## config.mk

```make
export PLATFORM = sky130hd
export DESIGN_NAME = src_ctrl
export DESIGN_NICKNAME = d
export VERILOG_FILES = /design/src/hw/rtl/src_pkg.sv /design/src/hw/rtl/src_ctrl.sv
export SDC_FILE = /design/constraint.sdc
export NUM_CORES = 1
export LEC_CHECK = 0
export ABC_AREA = 1
export BUFFER_PORTS_ARGS = -buffer_cell sky130_fd_sc_hd__buf_2
export CORE_MARGIN = 2
export CORE_UTILIZATION = 40
export CTS_CLUSTER_DIAMETER = 120
export DETAILED_ROUTE_END_ITERATION = 7
export HOLD_SLACK_MARGIN = 0.03
export PLACE_DENSITY_LB_ADDON = 0.08
export SYNTH_ARGS = -nofsm -noshare
export SYNTH_HDL_FRONTEND = slang
export SYNTH_SLANG_ARGS = --single-unit
```

## constraint.sdc

```tcl
create_clock -name clk -period 3 [get_ports clk]
set_input_delay 0.3 -clock clk [delete_from_list [all_inputs] [get_ports clk]]
set_output_delay 0.3 -clock clk [all_outputs]
set_load 0.01 [all_outputs]
```

## src/hw/rtl/src_pkg.sv

```systemverilog
// shared types and constants for the spline response curve unit
// no dependencies; imported by every other file of the block
package src_pkg;

	localparam int NP  = 7;   // point registers
	localparam int XW  = 18;  // point x, unsigned q10.8
	localparam int YW  = 19;  // point y, signed q10.8
	localparam int PTW = 37;  // packed point register
	localparam int KW  = 19;  // grid index
	localparam int PW  = 27;  // grid position in 1/(256*grid) units
	localparam int NW  = 45;  // divider dividend magnitude
	localparam int DW  = 28;  // divider divisor
	localparam int TW  = 17;  // spline parameter, q16 up to one
	localparam int WW  = 20;  // doubled basis weight, q16
	localparam int AW  = 42;  // weighted sum accumulator
	localparam int GVW = 22;  // grid value, signed q8
	localparam int OW  = 19;  // output value
	localparam int BW  = 24;  // stream data width

	localparam logic [2:0] REG_COUNT  = 3'd0;
	localparam logic [2:0] REG_POINT0 = 3'd1;

	localparam logic [2:0]     COUNT_RST  = 3'd2;
	localparam logic [PTW-1:0] POINT0_RST = 37'd5368714240;
	localparam logic [PTW-1:0] POINT1_RST = 37'd10737428480;

	localparam logic [TW-1:0] T_ONE = 17'd65536;

	typedef struct packed {
		logic load;
		logic sort;
		logic clr_res;
		logic setup;
		logic seg;
		logic div_start;
		logic t_load;
		logic sq;
		logic cube;
		logic wgt;
		logic mac;
		logic gres;
		logic gsave;
		logic blend;
		logic out_load;
	} src_cmd_t;

	typedef struct packed {
		logic n_zero;
		logic f_zero;
		logic ramp;
		logic t_zero;
		logic div_busy;
		logic mac_last;
		logic second;
	} src_stat_t;

endpackage

```

## src/hw/rtl/src_ctrl.sv

```systemverilog
// controller: sequences sort, up to two grid evaluations, blend and the output handshake
// depends on src_pkg
module src_ctrl
	import src_pkg::*;
(
	input  logic      clk,
	input  logic      arst_n,
	input  logic      s_tvalid,
	output logic      s_tready,
	output logic      m_tvalid,
	input  logic      m_tready,
	output src_cmd_t  cmd,
	input  src_stat_t stat
);

	localparam logic [3:0] S_IDLE  = 4'd0;
	localparam logic [3:0] S_SORT  = 4'd1;
	localparam logic [3:0] S_CHK   = 4'd2;
	localparam logic [3:0] S_SETUP = 4'd3;
	localparam logic [3:0] S_SEG   = 4'd4;
	localparam logic [3:0] S_TDIV  = 4'd5;
	localparam logic [3:0] S_DIV   = 4'd6;
	localparam logic [3:0] S_TLOAD = 4'd7;
	localparam logic [3:0] S_SQ    = 4'd8;
	localparam logic [3:0] S_CUBE  = 4'd9;
	localparam logic [3:0] S_WGT   = 4'd10;
	localparam logic [3:0] S_MAC   = 4'd11;
	localparam logic [3:0] S_GRES  = 4'd12;
	localparam logic [3:0] S_GSAVE = 4'd13;
	localparam logic [3:0] S_BLEND = 4'd14;
	localparam logic [3:0] S_OUT   = 4'd15;

	logic [3:0] state_q, state_d;
	logic       mvalid_q;
	logic       out_free;

	assign s_tready = state_q == S_IDLE;
	assign m_tvalid = mvalid_q;
	assign out_free = !mvalid_q || m_tready;

	always_comb begin
		state_d = state_q;
		cmd     = '0;
		case (state_q)
			S_IDLE: begin
				if (s_tvalid) begin
					cmd.load = 1'b1;
					state_d  = S_SORT;
				end
			end
			S_SORT: begin
				cmd.sort = 1'b1;
				state_d  = S_CHK;
			end
			S_CHK: begin
				if (stat.n_zero) begin
					cmd.clr_res = 1'b1;
					state_d     = S_OUT;
				end else begin
					state_d = S_SETUP;
				end
			end
			S_SETUP: begin
				cmd.setup = 1'b1;
				state_d   = S_SEG;
			end
			S_SEG: begin
				if (stat.ramp) begin
					cmd.div_start = 1'b1;
					state_d       = S_DIV;
				end else begin
					cmd.seg = 1'b1;
					state_d = S_TDIV;
				end
			end
			S_TDIV: begin
				if (stat.t_zero) begin
					state_d = S_TLOAD;
				end else begin
					cmd.div_start = 1'b1;
					state_d       = S_DIV;
				end
			end
			S_DIV: begin
				if (!stat.div_busy) state_d = stat.ramp ? S_GRES : S_TLOAD;
			end
			S_TLOAD: begin
				cmd.t_load = 1'b1;
				state_d    = S_SQ;
			end
			S_SQ: begin
				cmd.sq  = 1'b1;
				state_d = S_CUBE;
			end
			S_CUBE: begin
				cmd.cube = 1'b1;
				state_d  = S_WGT;
			end
			S_WGT: begin
				cmd.wgt = 1'b1;
				state_d = S_MAC;
			end
			S_MAC: begin
				cmd.mac = 1'b1;
				if (stat.mac_last) state_d = S_GRES;
			end
			S_GRES: begin
				cmd.gres = 1'b1;
				state_d  = S_GSAVE;
			end
			S_GSAVE: begin
				cmd.gsave = 1'b1;
				// second grid point only when the blend fraction is nonzero
				state_d = (!stat.second && !stat.f_zero) ? S_SETUP : S_BLEND;
			end
			S_BLEND: begin
				cmd.blend = 1'b1;
				state_d   = S_OUT;
			end
			S_OUT: begin
				if (out_free) begin
					cmd.out_load = 1'b1;
					state_d      = S_IDLE;
				end
			end
			default: state_d = S_IDLE;
		endcase
	end

	always_ff @(posedge clk or negedge arst_n) begin
		if (!arst_n) begin
			state_q  <= S_IDLE;
			mvalid_q <= 1'b0;
		end else begin
			state_q <= state_d;
			if (cmd.out_load) mvalid_q <= 1'b1;
			else if (m_tready) mvalid_q <= 1'b0;
		end
	end

`ifndef SYNTH
	a_accept_sorts: assert property (@(posedge clk) disable iff (!arst_n)
		s_tvalid && s_tready |=> state_q == S_SORT)
		else $error("accepted transfer did not start the sort");
	a_out_loads: assert property (@(posedge clk) disable iff (!arst_n)
		state_q == S_OUT && out_free |=> m_tvalid && state_q == S_IDLE)
		else $error("result not presented after output step");
	a_div_runs: assert property (@(posedge clk) disable iff (!arst_n)
		cmd.div_start |=> stat.div_busy && state_q == S_DIV)
		else $error("divider did not start");
`endif

endmodule

```

Word level (Yosys, flattened, before mapping)

Cells that the tools add are included.

Register bits after elaboration: 5
Latch bits: 0
RAM bits: 0
ROM bits: 0
Output and inout bits: 17
Logic and storage cells: 62
Memories: 0

$add $sub $neg: 0
$mul: 0
Divide/modulo/power cells: 0
Magnitude comparators: 0
Equal/unequal tests: 19
Shift-type cells: 0
Muxes and demuxes: 33
Bitwise logic cells: 0
Reductions and logical operators: 8

Operators by type and width:

| kind                                                                  | count |
|---|---|
| 4-bit one-hot mux with 16 select lines                                | 1 |
| 4-bit equality test, second input constant                            | 8 |
| 4-bit two-way mux                                                     | 7 |
| 1-bit two-way mux                                                     | 23 |
| 4-bit by 3-bit equality test with 1-bit output, second input constant | 4 |
| 4-bit by 2-bit equality test with 1-bit output, second input constant | 2 |
| 2-bit != test, second input constant                                  | 4 |
| 4-bit by 1-bit equality test with 1-bit output, second input constant | 1 |
| 4-bit logical NOT                                                     | 1 |
| 4-bit AND reduction                                                   | 1 |
| 1-bit logical NOT                                                     | 3 |
| 2-bit two-way mux                                                     | 1 |
| 1-bit one-hot mux with 2 select lines                                 | 1 |
| 2-bit nonzero test                                                    | 1 |
| 1-bit logical AND                                                     | 1 |
| 1-bit logical OR                                                      | 1 |

Depth between registers and ports, before layout

Word-level depth: 5
Mapped depth: 9

Worst setup path before layout

No wires, ideal clock.

Path type: register to output
Start: register state_q[0]
End: output port cmd[9] (netlist bit)
Arrival: 1.008 ns
Data required time: 2.700 ns
Path slack: 1.692 ns
Stages on the path, launching flop included: 5
Path buffers: 0
Cell sequence: dfrtp_1 > inv_2 > nor2_1 > nand2_1 > o21ai_0

RTL lines:

| element                | RTL line        | source |
|---|---|---|
| start, declared        | src_ctrl.sv:33  | `logic [3:0] state_q, state_d;` |
| start signal, assigned | src_ctrl.sv:135 | `state_q <= state_d;` |
| end, declared          | src_ctrl.sv:12  | `output src_cmd_t cmd,` |

==> impl_metrics.csv <==
group,metric,value,unit
cts,clk_latency,0.24,ns
global_route,grt_pass1_wl,1.93,mm
route,first_pass_iters,4,
cells_and_area,num_antenna_cells,0,
route,routedWlPerCell,9.44,um
yosys,syn_area,539,um2
cells_and_area,drive_gt1_frac,0.368,
yosys,ys_types,16,
pwr,irDropWorstVdd,0.453,mV
setup_path,critPathBufInv,2,
global_route,grt_util_all_layers,0.180,
global_route,antenna_found_initial,0,
route,drt_wl_total,1.32,mm
route,postRouteAntennaNets,0,
route,met3WireLength,84,um
yosys,synth_warnings,0,
timing,setup_tns,0,ns
floorplanning,dieWidth,40.7,um
setup_path,cp_slowest_cell,"dfrtp_1",
timing,slew_headroom,0.822,
route,routed.top_layer,"met3",
floorplanning,std_cell_rows,13,
cts,clk_pin_slew,0.04,ns
worst_hold_path,hp-class,"primary input to register",
setup_path,slowest_delay,0.44,ns
cells_and_area,stdcell_count,140,
cts,clock_sinks,5,
place,port-buffer-count,27,
timing,drv_slew,0,
yosys,synth-main-ff-cell,"dfrtp_1",
cells_and_area,fin_nets,137,
setup_path,timing.critical_path.required,2.70,ns
yosys,synth_compound_area_frac,0.0858,
timing,finalSetupViolCount,0,
pwr,power_frac_seq,0.212,
flow_run,maxCapViolCount,0,
pwr,cellInternalPower,0.000312,W
floorplanning,coreArea,1280,um2
yosys,synthTopCellsByCount,"nor2_1 (22), nand2_1 (21), inv_1 (15)",
timing,worst_pin_slew,0.267,ns
yosys,synth_top_family_by_area,"simple AND/OR/NAND/NOR gates",
route,wl_met2,637,um
cells_and_area,fillers,135,
yosys,post-synth-top-count-cell,"nor2_1",
timing,max_freq,606,MHz
yosys,synth_top_cell_by_area,"dfrtp_1",
pwr,p_comb_frac,0.677,
timing,rsz0062_at_grt,"no",
timing,period_needed,1.65,ns
route,wl_met1,600,um
pwr,p_clk_frac,0.111,
timing,final-hold-violation-count,0,
cts,cts_resized,0,
setup_path,path_max_fanout,4,
cts,cts_buffers,3,
setup_path,cp.arrival,1.35,ns
yosys,muxShareOfSynthArea,0,
pwr,p_leak,0.468,nW
place,place_inst,135,
yosys,synth_adder_area_share,0,
pwr,switchingPower,0.000368,W
yosys,synth_cells,93,
yosys,synth.top_cell.area_share,0.232,
place,gp_congestion,0.742,
route,routed_via_density,4.56,
global_route,grt_max_degree,9,
yosys,synth-edff-count,0,
yosys,ys_seq_area_frac,0.232,
yosys,synthTopCellsByArea,"dfrtp_1 (23%), nor2_1 (15%), nand2_1 (15%)",
yosys,avgSynthCellArea,5.80,um2
floorplanning,die_h,40.7,um
floorplanning,die_area,1660,um2
setup_path,startpoint_type,"register",
cts,ctsHoldBuffers,1,
route,drt_iter0_markers,12,
pwr,swShare,0.541,
route,vias,638,
setup_path,cp_cell_sequence,"inv_2 > nor2_1 > nand2_1 > o21ai_0 > buf_2",
outcome,outcome,"complete, no violations",
timing,post-route-period-util,0.550,
floorplanning,initial_core_util,0.420,
cts,htreeDepth,1,
yosys,synth_nets,104,
pwr,power,0.000680,W
cells_and_area,final_util,0.568,
cts,cts_buffer_depth,2,
setup_path,cp_top_family,"flip-flops",
pwr,powerDensity,933,nW/um2
cells_and_area,syn_to_final_growth,35.3,%
yosys,async_reset_ff_frac,1.00,
cts,cts_root_buf,"clkbuf_4",
cts,post_cts_buffers,0,
cts,cts_tree,"yes",
timing,clock_skew,0.00395,ns
place,detailed_place_hpwl,1.12,mm
route,drc,0,
floorplanning,io-pin-count,28,
global_route,first_global_vias,488,
setup_path,critPathCaptureType,"output pin",
yosys,yosys.area_share.simple,0.557,
setup_path,crit_type,"register to output pin",
global_route,grt_overflow,0,
yosys,ys_ff_latch,5,
yosys,yosys.area_share.xor_xnor,0,
-- cell type report --
cell class,count,area (um2),share of cell area
multi-input cells,70,347,0.475
well taps,15,18.8,0.0257
flip-flops and latches,5,125,0.172
repair buffers,28,145,0.199
clock buffers,4,26.3,0.0360
inverters,18,67.6,0.0926
-- metal layers --
metal	vias to the layer above	GRT usage
met5	-	0
met4	0	0.100
met3	0	0.0380
li1	342	-
met1	277	0.209
met2	19	0.306
-- power by group through the flow --
stage	registers [W]	logic (W)	clock network, W
after floorplan	0.000139	0.000342	0
after detailed placement	0.000145	0.000462	0
after CTS	0.000144	0.000465	0.0000796
after global placement	0.000143	0.000457	0
final	0.000144	0.000461	0.0000753
after global routing	0.000148	0.000520	0.0000834
-- cells in the final DEF (no fill, tap or decap), drive strengths merged --
cell type | Yosys | final
nand2 | 29 | 29
buf | 0 | 27
nor2 | 26 | 26
inv | 18 | 18
o21ai | 6 | 6
nand3 | 5 | 5
dfrtp | 5 | 5
clkbuf | 0 | 4
nor3 | 1 | 1
a21oi | 1 | 1
nand3b | 1 | 1
nand4 | 1 | 1
dlygate4sd3 | 0 | 1
-- worst reg2reg max path, stage by stage, from the launching register on --
cell	delay, ns
dfrtp_1	0.43
inv_2	0.13
nand2_2	0.09
nor2_2	0.16
nand2_2	0.07
nand2_2	0.10
nor2_4	0.05
nand2_1	0.06
nand2_1	0.05
-- cells by family after synthesis --
family          count (synthesis)
flops                           5
simple gates                   63
buf+inv                        18
compound gates                  7
-- per-stage QoR --
step	setup WS [ns]	hold WS [ns]	area (um2)
after detailed placement	1.60	0.123	693
final	1.35	0.281	729
after global placement	1.60	0.118	693
after floorplan	1.69	0.00441	539
after global routing	1.18	0.310	729
after CTS	1.34	0.278	729
-- flip-flops by register name, indices dropped and copies added, names as in the netlist --
| signal | count |
|---|---|
| state_q | 4 |
| m_tvalid | 1 |
-- path summary, 6_finish.rpt --
path | start | endpoint | slack, ns | cells past startpoint
hold / removal | m_tready | m_tvalid | 0.28 | 2
setup reg to reg | state_q[0] | state_q[2] | 1.73 | 8
setup / recovery | state_q[0] | cmd[9] | 1.35 | 5
min in group asynchronous | arst_n | state_q[1] | 0.41 | 2
hold reg to reg | m_tvalid | m_tvalid | 0.56 | 2
max in group asynchronous | arst_n | state_q[2] | 2.45 | 2
Power figures use the tool's default switching activity.
